$ cat config.mk
export PLATFORM = sky130hd
export DESIGN_NAME = speq_cell
export DESIGN_NICKNAME = d
export VERILOG_FILES = /design/src/speq_pkg.sv /design/src/speq_cell.sv
export SDC_FILE = /design/constraint.sdc
export NUM_CORES = 1
export LEC_CHECK = 0
export BUFFER_PORTS_ARGS = -buffer_cell sky130_fd_sc_hd__buf_2
export CAP_MARGIN = 20
export CORE_AREA = 3 3 201 203
export DETAILED_ROUTE_END_ITERATION = 7
export DIE_AREA = 0 0 204 206
export GPL_ROUTABILITY_DRIVEN = 0
export SLEW_MARGIN = 20
export SYNTH_ARGS = -nofsm -noshare
export SYNTH_HDL_FRONTEND = slang
export SYNTH_SLANG_ARGS = --single-unit
$ cat constraint.sdc
create_clock -name i_clk -period 13.3 [get_ports i_clk]
set_input_delay 0.665 -clock i_clk [delete_from_list [all_inputs] [get_ports i_clk]]
set_output_delay 0.665 -clock i_clk [all_outputs]
set_load 0.05 [all_outputs]
$ cat src/speq_pkg.sv
`timescale 1ns / 1ps

package speq_pkg;

    // Queue depth and derived widths
    localparam int CAPACITY = 1024;
    localparam int CNT_W    = $clog2(CAPACITY + 1);
    localparam int OCC_W    = 11;

    // Operation codes on the action field
    localparam logic ACT_PUSH = 1'b0;
    localparam logic ACT_POP  = 1'b1;

    // Result status codes
    typedef enum logic [1:0] {
        ST_PUSHED = 2'd0,
        ST_FULL   = 2'd1,
        ST_POPPED = 2'd2,
        ST_EMPTY  = 2'd3
    } t_status;

    // One stored spike event, 128 bits
    typedef struct packed {
        logic        [7:0]  src;
        logic        [5:0]  core;
        logic        [7:0]  dst;
        logic        [7:0]  kind;
        logic        [1:0]  syn;
        logic signed [31:0] when;
        logic signed [31:0] prio;
        logic signed [31:0] wt;
    } t_event;

    // Per-cycle command broadcast to every cell
    typedef struct packed {
        logic push;
        logic pop;
    } t_cell_ctl;

endpackage

$ cat src/speq_cell.sv
`timescale 1ns / 1ps

module speq_cell import speq_pkg::*; (
    input  logic      i_clk,
    input  t_cell_ctl i_ctl,
    input  t_event    i_new,
    input  t_event    i_prev,
    input  logic      i_prev_shift,
    input  t_event    i_next,
    input  logic      i_occupied,
    output t_event    o_data,
    output logic      o_shift
);

    t_event r_data;
    t_event n_data;

    // Flag this cell as at or after the insertion point
    assign o_shift = !i_occupied || (i_new.prio > r_data.prio);

    // Pick next contents: take new event at the boundary, take left neighbor
    // past it, take right neighbor on a pop, otherwise hold
    always_comb begin
        n_data = r_data;
        if (i_ctl.push) begin
            if (o_shift && !i_prev_shift) begin
                n_data = i_new;
            end else if (o_shift) begin
                n_data = i_prev;
            end
        end else if (i_ctl.pop) begin
            n_data = i_next;
        end
    end

    always_ff @(posedge i_clk) begin
        r_data <= n_data;
    end

    assign o_data = r_data;

endmodule

==> results of run 1 <==
==> report_power, final <==
part	switching (mW)	total, mW	internal, mW
clock	0.190	0.499	0.310
sequential	0.0229	0.554	0.531
combinational	0.513	0.679	0.166
total	0.726	1.73	1.01
==> area by class of cell <==
type	instances	share of cell area, %
clock inverter	12	1.336
tap	518	5.127
clock buffer	18	3.395
timing repair buffer	530	21.31
inverter	32	0.9502
multi-input combinational	732	37.45
sequential	128	30.41
antenna	1	0.01980
==> metrics by stage <==
step | worst slack (ps) | hold slack, ps | std cells | total power, mW
global placement | 9027 | 977.8 | 1940 | 1.239
detailed placement | 9047 | 982.6 | 1940 | 1.242
CTS | 9410 | 516.5 | 1970 | 1.749
floorplan | 3630 | 875.9 | 1005 | 1.038
finish | 9401 | 553.8 | 1971 | 1.732
global route | 9200 | 527.1 | 1971 | 1.810
==> worst max-delay path: cells and delay by family, from the launching register on <==
family,cells,cell delay [ps]
AND/OR/NAND/NOR,4,740
AO/OA/AOI/OAI,2,800
buffers and inverters,3,1400
adder cells (fa/ha/maj),1,370
flip-flops,1,380
==> cells by family (layout without fill, tap and decap cells) <==
kind of cell	count (synthesis)	after routing	synth area share, %
flops	128	128	42.06
fa+ha+maj	32	32	4.382
compound gates	287	287	20.29
simple gates	413	413	26.54
other cells	0	1	0
buf+inv	145	592	6.723
==> worst min path at each step <==
stage          startpoint           to  cells past startpoint
6_report       i_new[119]  o_data[119]                      3
5_1_grt        i_prev[69]   o_data[69]                      3
4_1_cts        i_prev[82]   o_data[82]                      3
3_5_place_dp   i_prev[37]   o_data[37]                      3
3_3_place_gp    i_prev[1]    o_data[1]                      3
2_1_floorplan  i_prev[32]   o_data[32]                      2
==> cells in the final DEF, fill, tap and decap left out, types with 4 or more instances in the layout <==
cell and instances:
nor2b_1 130, clkbuf_16 17, buf_2 516, o211ai_1 118
inv_1 32, edfxtp_1 128, nand2_1 6, nor2_1 4
nand3_1 130, nand4_1 133, o21ai_0 6, buf_4 13
a21oi_1 137, bufinv_16 4, o211ai_2 9, ha_1 32
==> metal layers <==
metal,part of all wire [%],vias up
met1,39,4977
met5,0.064,-
li1,-,4787
met3,9.4,54
met2,49,570
met4,2.2,4
==> summary.md, run 1 <==
| Metric | Value |
|---|---|
| Worst path slowest cell | buf_4 |
| Placed cell areas | ~12000 um2 |
| Met1 GRT Util | 21.12% |
| Biggest area consumer among synthesized cells | edfxtp_1 |
| CTS clock-pin slew for the worst setup and hold paths | 60 ps |
| Global Route Usage Sum | 17.38% |
| Largest net degree at the start of global routing | between 90 and 100 |
| Top post-synthesis cells by area | edfxtp_1 (42%), o211ai_1 (9.7%), nand4_1 (9.1%) |
| CP arrival | between 4000 and 5000 ps |
| Post-CTS setup buffer count | 0 |
| Setup TNS | 0 ps |
| Total core area | 38650 um2 |
| GR Util met3 | 5.150% |
| Initial antenna violation count | 3 |
| ANT nets after route | 0 |
| Max Cap Viol | 0 |
| Multi-input logic area | 4735 um2 |
| Part of the cycle the worst path needs | 29.31% |
| Most frequent cell after synthesis | a21oi_1 |
| Library cells used by synthesis | 34 |
| Status | complete, no violations |
| Worst path required time | 13590 ps |
| Die Height | 206 um |
| Worst skew pair latency | 430 ps |
| Clock sink count | about 130 |
| Peak supply drop | 0.08184 mV |
| R2r startpoint | o_data[63] |
| Slew HR | 39.08% |
| Row cnt | 72 |
| Hold WC Path Type | in2reg |
| Pwr Density | 137.0 nW/um2 |
| Crit Path Category | reg2reg |
| First-pass GRT wire length | 57190 um |
| Grt ovf | 0 |
| Vias | 10.39k |
| Post_cts resized | 0 |
| TritonCTS buffer count | 17 |
| Max incr delay on CP | 780 ps |
| Crit-path cells | inv_1 -> ha_1 -> nand4_1 -> nand4bb_4 -> o41a_1 -> a21oi_4 -> buf_4 -> buf_4 -> nand4_1 -> nand3_1 |
| R2R Setup Slk | ~9400 ps |
| FILL cells | 4078 |
| Syn Std Cell Area | 9138 um2 |
| CP endpoint kind | register |
| Largest register FFs | between 100 and 150 |
| Vias in the first global route | just under 10k |
| Die X | 204 um |
| Synthesized net count | approximately 1.4k |
| Gr busiest metal | met2 |
| DRT iter0 DRCs | between 600 and 700 |
| # IOs | 518 |
| Hold Violations, Final | 0 |
| R2R Path End | o_data[103] |
| Ys Warns | 0 |
| CTS Hold Bufs | 0 |
| Area fraction of the dominant cell type after synthesis | 42.06% |
| Worst slew pin tran | about 910 ps |
| IO buf count | 517 |
| Asr flop ratio synth | 0% |
| HPWL Detailed | roughly 28000 um |
| Finished layout cell area | 12640 um2 |
| Syn Area/Cell | 9.092 um2 |
| Sequential area share after synthesis | 42.06% |
| Top FF cell, synth | edfxtp_1 |
| Deepest clock path buffer count | 2 |
| Fmax | 256.5 MHz |
| Critical Path Fanout Max | 71 |
| Leak pwr | 5.381 nW |
| Grt met2 use | 29.57% |
| CTS tree | done |
| Synth Instances | roughly 1k |
| Crit path to | o_data[103] |
| Final wirelength | 39080 um |
| FF+latch area | slightly below 4000 um2 |
| Startpoint Class | register |
| Util after Layout | 32.71% |
| Worst reg2reg path depth | 10 |
| Clock root buffer | clkbuf_16 |
| Final worst path period need | 3899 ps |
| Vias per cell | 5.272 |
| CP Launch Point | o_data[63] |
| Commonest cells in the netlist | a21oi_1 (137), nand4_1 (133), nor2b_1 (131) |
| Max Transition Viols Final | 0 |
| DR DRC count | 0 |
| Clk_skew | 7.979 ps |
| Initial core utilization | between 20% and 30% |
| RSZ-0062 raised after global routing | no |
| Synthesized flop and latch total | around 130 |
| Nets | 1862 |
| EDFF count, synth | 128 |
| Pre-antenna DRT Iters | 5 |
| CTS H-tree depth | 4 |
| Layout cells sized above 1 | 39.60% |
| Area Overhead vs Synth | 38.34% |
| Avg WL per Cell | 19.82 um |
| Die ar. | 42020 um2 |
| Finish-stage setup viols | 0 |
Power figures use the tool's default switching activity.
==> run 2: changes to the inputs <==
- ABC_AREA: unset -> 1
- CORE_AREA: 3 3 201 203 -> 3 3 198 200
- DIE_AREA: 0 0 204 206 -> 0 0 201 203
- clock period: 13.3 -> 3.23 ns (I/O delays scaled with it)
==> run 2 against run 1 <==
- critical endpoint is now o_shift
- synthesized cell count up 25%
- setup slack worse by 9100 ps
- sequential share of layout area shrank 1.9 points
- final cell count rose by 20%
- hold slack worse by 520 ps
==> summary.md, run 2 <==
| Metric | Value |
|---|---|
| TritonCTS buffer count | 17 |
| CTS clock-pin slew for the worst setup and hold paths | around 60 ps |
| Finish-stage setup viols | 0 |
| Layout cells sized above 1 | 31.13% |
| Critical Path Fanout Max | 48 |
| CP endpoint kind | output pin |
| Crit Path Category | reg2out |
| Largest net degree at the start of global routing | just over 70 |
| Area Overhead vs Synth | 51.88% |
| CTS H-tree depth | 4 |
| Asr flop ratio synth | 0% |
| Clock root buffer | clkbuf_16 |
| Area fraction of the dominant cell type after synthesis | 43.31% |
| Die ar. | 40800 um2 |
| Worst path slowest cell | edfxtp_1 |
| Part of the cycle the worst path needs | 91.02% |
| Clock sink count | 128 |
| Pwr Density | 482.2 nW/um2 |
| Largest register FFs | 128 |
| Most frequent cells in the layout | buf_2 (515), nand2_1 (429), inv_1 (297) |
| Max Transition Viols Final | 0 |
| Multi-input logic area | 3531 um2 |
| Worst path required time | 3070 ps |
| Initial core utilization | 23.62% |
| Avg WL per Cell | 15.31 um |
| Synthesized net count | ~1.7k |
| Die Height | 203 um |
| RSZ-0062 raised after global routing | no |
| Post-CTS setup buffer count | 0 |
| Leak pwr | 7.807 nW |
| Hold WC Path Type | in2reg |
| Crit-path cells | inv_2 -> ha_4 -> nand2_1 -> nor2_2 -> nand2_1 -> inv_2 -> nand2_1 -> nor2_2 -> nand2_1 -> nand4_1 -> nand3_2 -> nand2_4 -> buf_12 -> clkbuf_4 |
| Biggest area consumer among synthesized cells | edfxtp_1 |
| Syn Area/Cell | 7.072 um2 |
| CP Buf/Inv Count | 4 |
| FF+latch area | 3844 um2 |
| Status | complete, no violations |
| Top FF cell, synth | edfxtp_1 |
| DR DRC count | 0 |
| Global Route Usage Sum | 16.87% |
| First-pass GRT wire length | ~54000 um |
| Dpl ws | 461.4 ps |
| Top post-synthesis cells by area | edfxtp_1 (43%), nand2_1 (18%), nand3_1 (15%) |
| Initial antenna violation count | 3 |
| Pre-antenna DRT Iters | 5 |
| HPWL Detailed | 27150 um |
| Synth Instances | approximately 1.3k |
| Hold Violations, Final | 0 |
| Final worst path period need | 2940 ps |
| CTS tree | done |
| EDFF count, synth | 128 |
| Grt ovf | 0 |
| Clk_skew | 10.86 ps |
| Row cnt | 71 |
| Nets | 2255 |
| Startpoint Class | register |
| Placed cells | 2232 |
| Most common cell after layout, fill and taps aside | buf_2 |
| Ant. Diodes | 0 |
| Final Non-Filler Cells | 2358 |
| Synthesized flop and latch total | around 130 |
| FILL cells | 3987 |
| # IOs | 518 |
| Crit path top cell by count | nand2_1 |
| R2R Setup Slk | 460 ps |
| Worst slew pin tran | 667.7 ps |
| Library cells used by synthesis | 22 |
| ANT nets after route | 0 |
| Crit path max-delay family | simple AND/OR/NAND/NOR gates |
| Deepest clock path buffer count | 2 |
| Max Cap Viol | 0 |
| Worst setup margin | between 200 and 300 ps |
| Final wirelength | 36100 um |
| Vias per cell | 4.325 |
| IO buf count | 517 |
| Worst hold slack | about 38 ps |
| Worst skew pair latency | 430 ps |
| Fmax | 340.1 MHz |
| Die X | 201 um |
| CP arrival | 2780 ps |
| Ys Warns | 0 |
| Total core area | about 38000 um2 |
| Design Power | about 6.5 mW |
| Sequential area share after synthesis | 43.31% |
| Max incr delay on CP | 360 ps |
| Most frequent cell after synthesis | nand2_1 |
| DRT iter0 DRCs | 537 |
| Commonest cells in the netlist | nand2_1 (429), inv_1 (300), nand3_1 (259) |
| Slew HR | 55.49% |
| Vias | 10.20k |
| Vias in the first global route | 10.18k |
| Syn Std Cell Area | approximately 8900 um2 |
| Peak supply drop | 0.3520 mV |
run 2: changes by cell type after synthesis, moves of 40 or more:
cell	previous run	this run
a21oi_1	137	10
buf_2	50	10
inv_1	32	300
nand2_1	6	429
nand3_1	130	259
nand4_1	133	2
nor2b_1	131	0
o211ai_1	118	0
run 2: kinds of logic (layout without fill, tap and decap cells):
logic type                 count (synthesis)  in the layout  synth area share (%)
and+or+nand+nor                          708            708                 33.89
buffers and inverters                    372            964                 17.31
DFF                                      128            128                 43.31
adders and majority gates                 32             32                 4.511
AOI/OAI and AO/OA                         15             15                0.9729
run 2: area by class of cell:
| cell class | instances | area share (%) |
|---|---|---|
| Tap cell | 511 | 4.743 |
| Inverter | 301 | 8.419 |
| Timing Repair Buffer | 631 | 28.16 |
| Multi-Input combinational cell | 755 | 26.20 |
| Sequential cell | 128 | 28.52 |
| Clock inverter | 10 | 0.6683 |
| Clock buffer | 22 | 3.295 |
run 2: tightest hold or removal path: stages:
cell and delay (ps):
buf_2 90, nand2_1 50, nand2_1 60
run 2: where the power goes:
part	switching [mW]	internal, mW	leakage, nW	total (mW)
logic	1.73	0.730	6.25	2.46
registers	0.0844	2.13	1.30	2.22
clock network	0.762	1.05	0.255	1.82
total	2.58	3.92	7.81	6.50
run 2: per-layer routing:
layer / routed length [um] / global-route usage (%) / share of wire, % / vias up
li1: - / - / - / 5009
met5: 46 / 0 / 0.13 / -
met1: 14150 / 19.26 / 39 / 4587
met2: 17450 / 28.84 / 48 / 501
met4: 1558 / 8.206 / 4.3 / 6
met3: 2891 / 5.099 / 8.0 / 95
run 2: stage by stage:
stage	setup TNS, ps	instance area [um2]	utilization (%)
6_report	0	13480	35.87
5_1_grt	0	13480	35.87
4_1_cts	0	13480	35.86
3_5_place_dp	0	12000	31.94
3_3_place_gp	0	12000	31.94
2_1_floorplan	-151320	8906	-
run 2: final timing paths:
path | endpoint | startpoint | depth (start not counted)
worst max-delay path | o_shift | o_data[63] | 14
worst max register to register | o_data[98] | o_data[63] | 18
worst min-delay path | o_data[40] | i_next[40] | 3
worst min register to register | o_data[26] | o_data[63] | 6
run 2: repair_timing:
item,CTS,global route
endpoints found under the hold margin,94,0
gates resized for setup,0,1
setup endpoints to repair,0,1
hold buffers,94,0
==> run 3: changes to the inputs <==
- RECOVER_POWER: unset -> 25
==> run 3 against run 2 <==
- sequential power hardly changed
- via count increased by 0.27%
- first-iteration DRC count grew 11%
- final area shrank 0.89%
- global-route usage unchanged
- final cell count is the same
- critical path depth unchanged
- setup slack got worse by 7.9 ps
- largest cell class unchanged
- total power shrank 0.82%
- wire length about the same
- register-to-register slack about the same
- core utilization decreased by 0.32 points
- largest power group unchanged
==> summary.md, run 3 (same netlist as run 2, synthesis figures left out) <==
| Metric | Value |
|---|---|
| Deepest clock path buffer count | 2 |
| Layout cells sized above 1 | 25.93% |
| Most frequent cells in the layout | nand2_1 (429), buf_2 (419), inv_1 (297) |
| HPWL Detailed | 27150 um |
| Pre-antenna DRT Iters | 5 |
| Grt met2 use | 28.84% |
| Worst setup margin | about 280 ps |
| Dpl ws | 461.4 ps |
| Die ar. | 40800 um2 |
| Fmax | 339.2 MHz |
| Clock root buffer | clkbuf_16 |
| Max Cap Viol | 0 |
| Slew HR | 54.69% |
| Initial antenna violation count | 3 |
| Worst skew pair latency | about 430 ps |
| Grt ovf | 0 |
| Avg WL per Cell | 15.30 um |
| FF+latch area | 3844 um2 |
| # IOs | 518 |
| Finish-stage setup viols | 0 |
| First-pass GRT wire length | ~54000 um |
| Critical Path Fanout Max | 48 |
| Worst path required time | between 3000 and 4000 ps |
| Vias per cell | between 4 and 5 |
| Ant. Diodes | 0 |
| CP arrival | 2790 ps |
| Row cnt | 71 |
| Die Height | 203 um |
| Clk_skew | 9.049 ps |
| Global Route Usage Sum | around 17% |
| Pwr Density | just under 500 nW/um2 |
| Vias | 10.23k |
| Worst hold slack | around 38 ps |
| IO buf count | between 500 and 600 |
| TritonCTS buffer count | 17 |
| CTS clock-pin slew for the worst setup and hold paths | around 60 ps |
| Worst slew pin tran | slightly below 700 ps |
| Largest register FFs | 128 |
| Status | complete, no violations |
| Largest net degree at the start of global routing | 72 |
| Vias in the first global route | slightly above 10k |
| RSZ-0062 raised after global routing | no |
| Multi-input logic area | 3531 um2 |
| Hold Violations, Final | 0 |
| Leak pwr | 7.534 nW |
| Final worst path period need | 2948 ps |
| Initial core utilization | a little under a quarter |
| Startpoint Class | register |
| Crit Path Category | reg2out |
| Die X | about 200 um |
| Final Non-Filler Cells | 2358 |
| ANT nets after route | 0 |
| Nets | ~2.3k |
| CP endpoint kind | output pin |
| Final wirelength | 36080 um |
| Area Overhead vs Synth | 50.53% |
| Most common cell after layout, fill and taps aside | nand2_1 |
| Peak supply drop | around 0.35 mV |
| GR Util met3 | 5.099% |
| CTS tree | done |
| Gr busiest metal | met2 |
| CTS H-tree depth | 4 |
| Max Transition Viols Final | 0 |
| FILL cells | 4017 |
| DRT iter0 DRCs | approximately 590 |
| Setup TNS | 0 ps |
| Clock sink count | 128 |
| Placed cells | 2232 |
| Util after Layout | 35.55% |
| Hold WC Path Type | in2reg |
| Met1 GRT Util | approximately 19% |
| Total core area | 37580 um2 |
| Part of the cycle the worst path needs | 91.27% |
| DR DRC count | 0 |
-- run 3: changes by cell type in the layout (fill, tap and decap cells not counted), sizes merged --
cell    delta
buf       -96
clkbuf    +96
-- run 3: repair_timing --
action / in CTS / in global routing
resized for setup: 0 / 1
setup endpoints to repair: 0 / 1
buffers inserted: 0 / 0
hold endpoints to repair: 94 / 0
hold buffers: 94 / 0
-- run 3: per-layer routing --
layer	vias up	routed length [um]
met3	97	3021
met4	6	1541
met2	495	17430
li1	5009	-
met1	4619	14050
met5	-	34
-- run 3: metrics by stage --
stage	total power, mW	instance area, um2
2_1_floorplan	3.878	8906
3_3_place_gp	4.615	12000
3_5_place_dp	4.637	12000
4_1_cts	6.588	13480
5_1_grt	6.811	13360
6_report	6.446	13360
-- run 3: critical path: stages, from the launching register on --
cell	delay [ps]
edfxtp_1	360
inv_2	50
ha_4	290
nand2_1	80
nor2_2	100
nand2_1	100
inv_2	60
nand2_1	80
nor2_2	120
nand2_1	80
nand4_1	100
nand3_2	130
nand2_4	210
buf_12	240
clkbuf_4	290
-- run 3: path summary, 6_finish.rpt --
path,from,end,slack [ps],cells past startpoint
worst max-delay path,o_data[63],o_shift,280,14
worst min-delay path,i_next[40],o_data[40],40,3
worst min register to register,o_data[63],o_data[26],1230,6
worst max register to register,o_data[63],o_data[98],470,18
-- run 3: report_power, final --
part / internal (mW) / switching (mW) / leakage, nW / total (mW)
sequential: 2.13 / 0.0887 / 1.30 / 2.22
combinational: 0.683 / 1.73 / 5.98 / 2.42
clock: 1.05 / 0.752 / 0.255 / 1.81
total: 3.87 / 2.57 / 7.53 / 6.45
-- run 3: cell type report --
class,instances,area share (%)
multi-input combinational,755,26.43
tap,511,4.786
inverter,301,8.495
sequential,128,28.77
clock inverter,10,0.6743
clock buffer,22,3.325
timing repair buffer,631,27.52
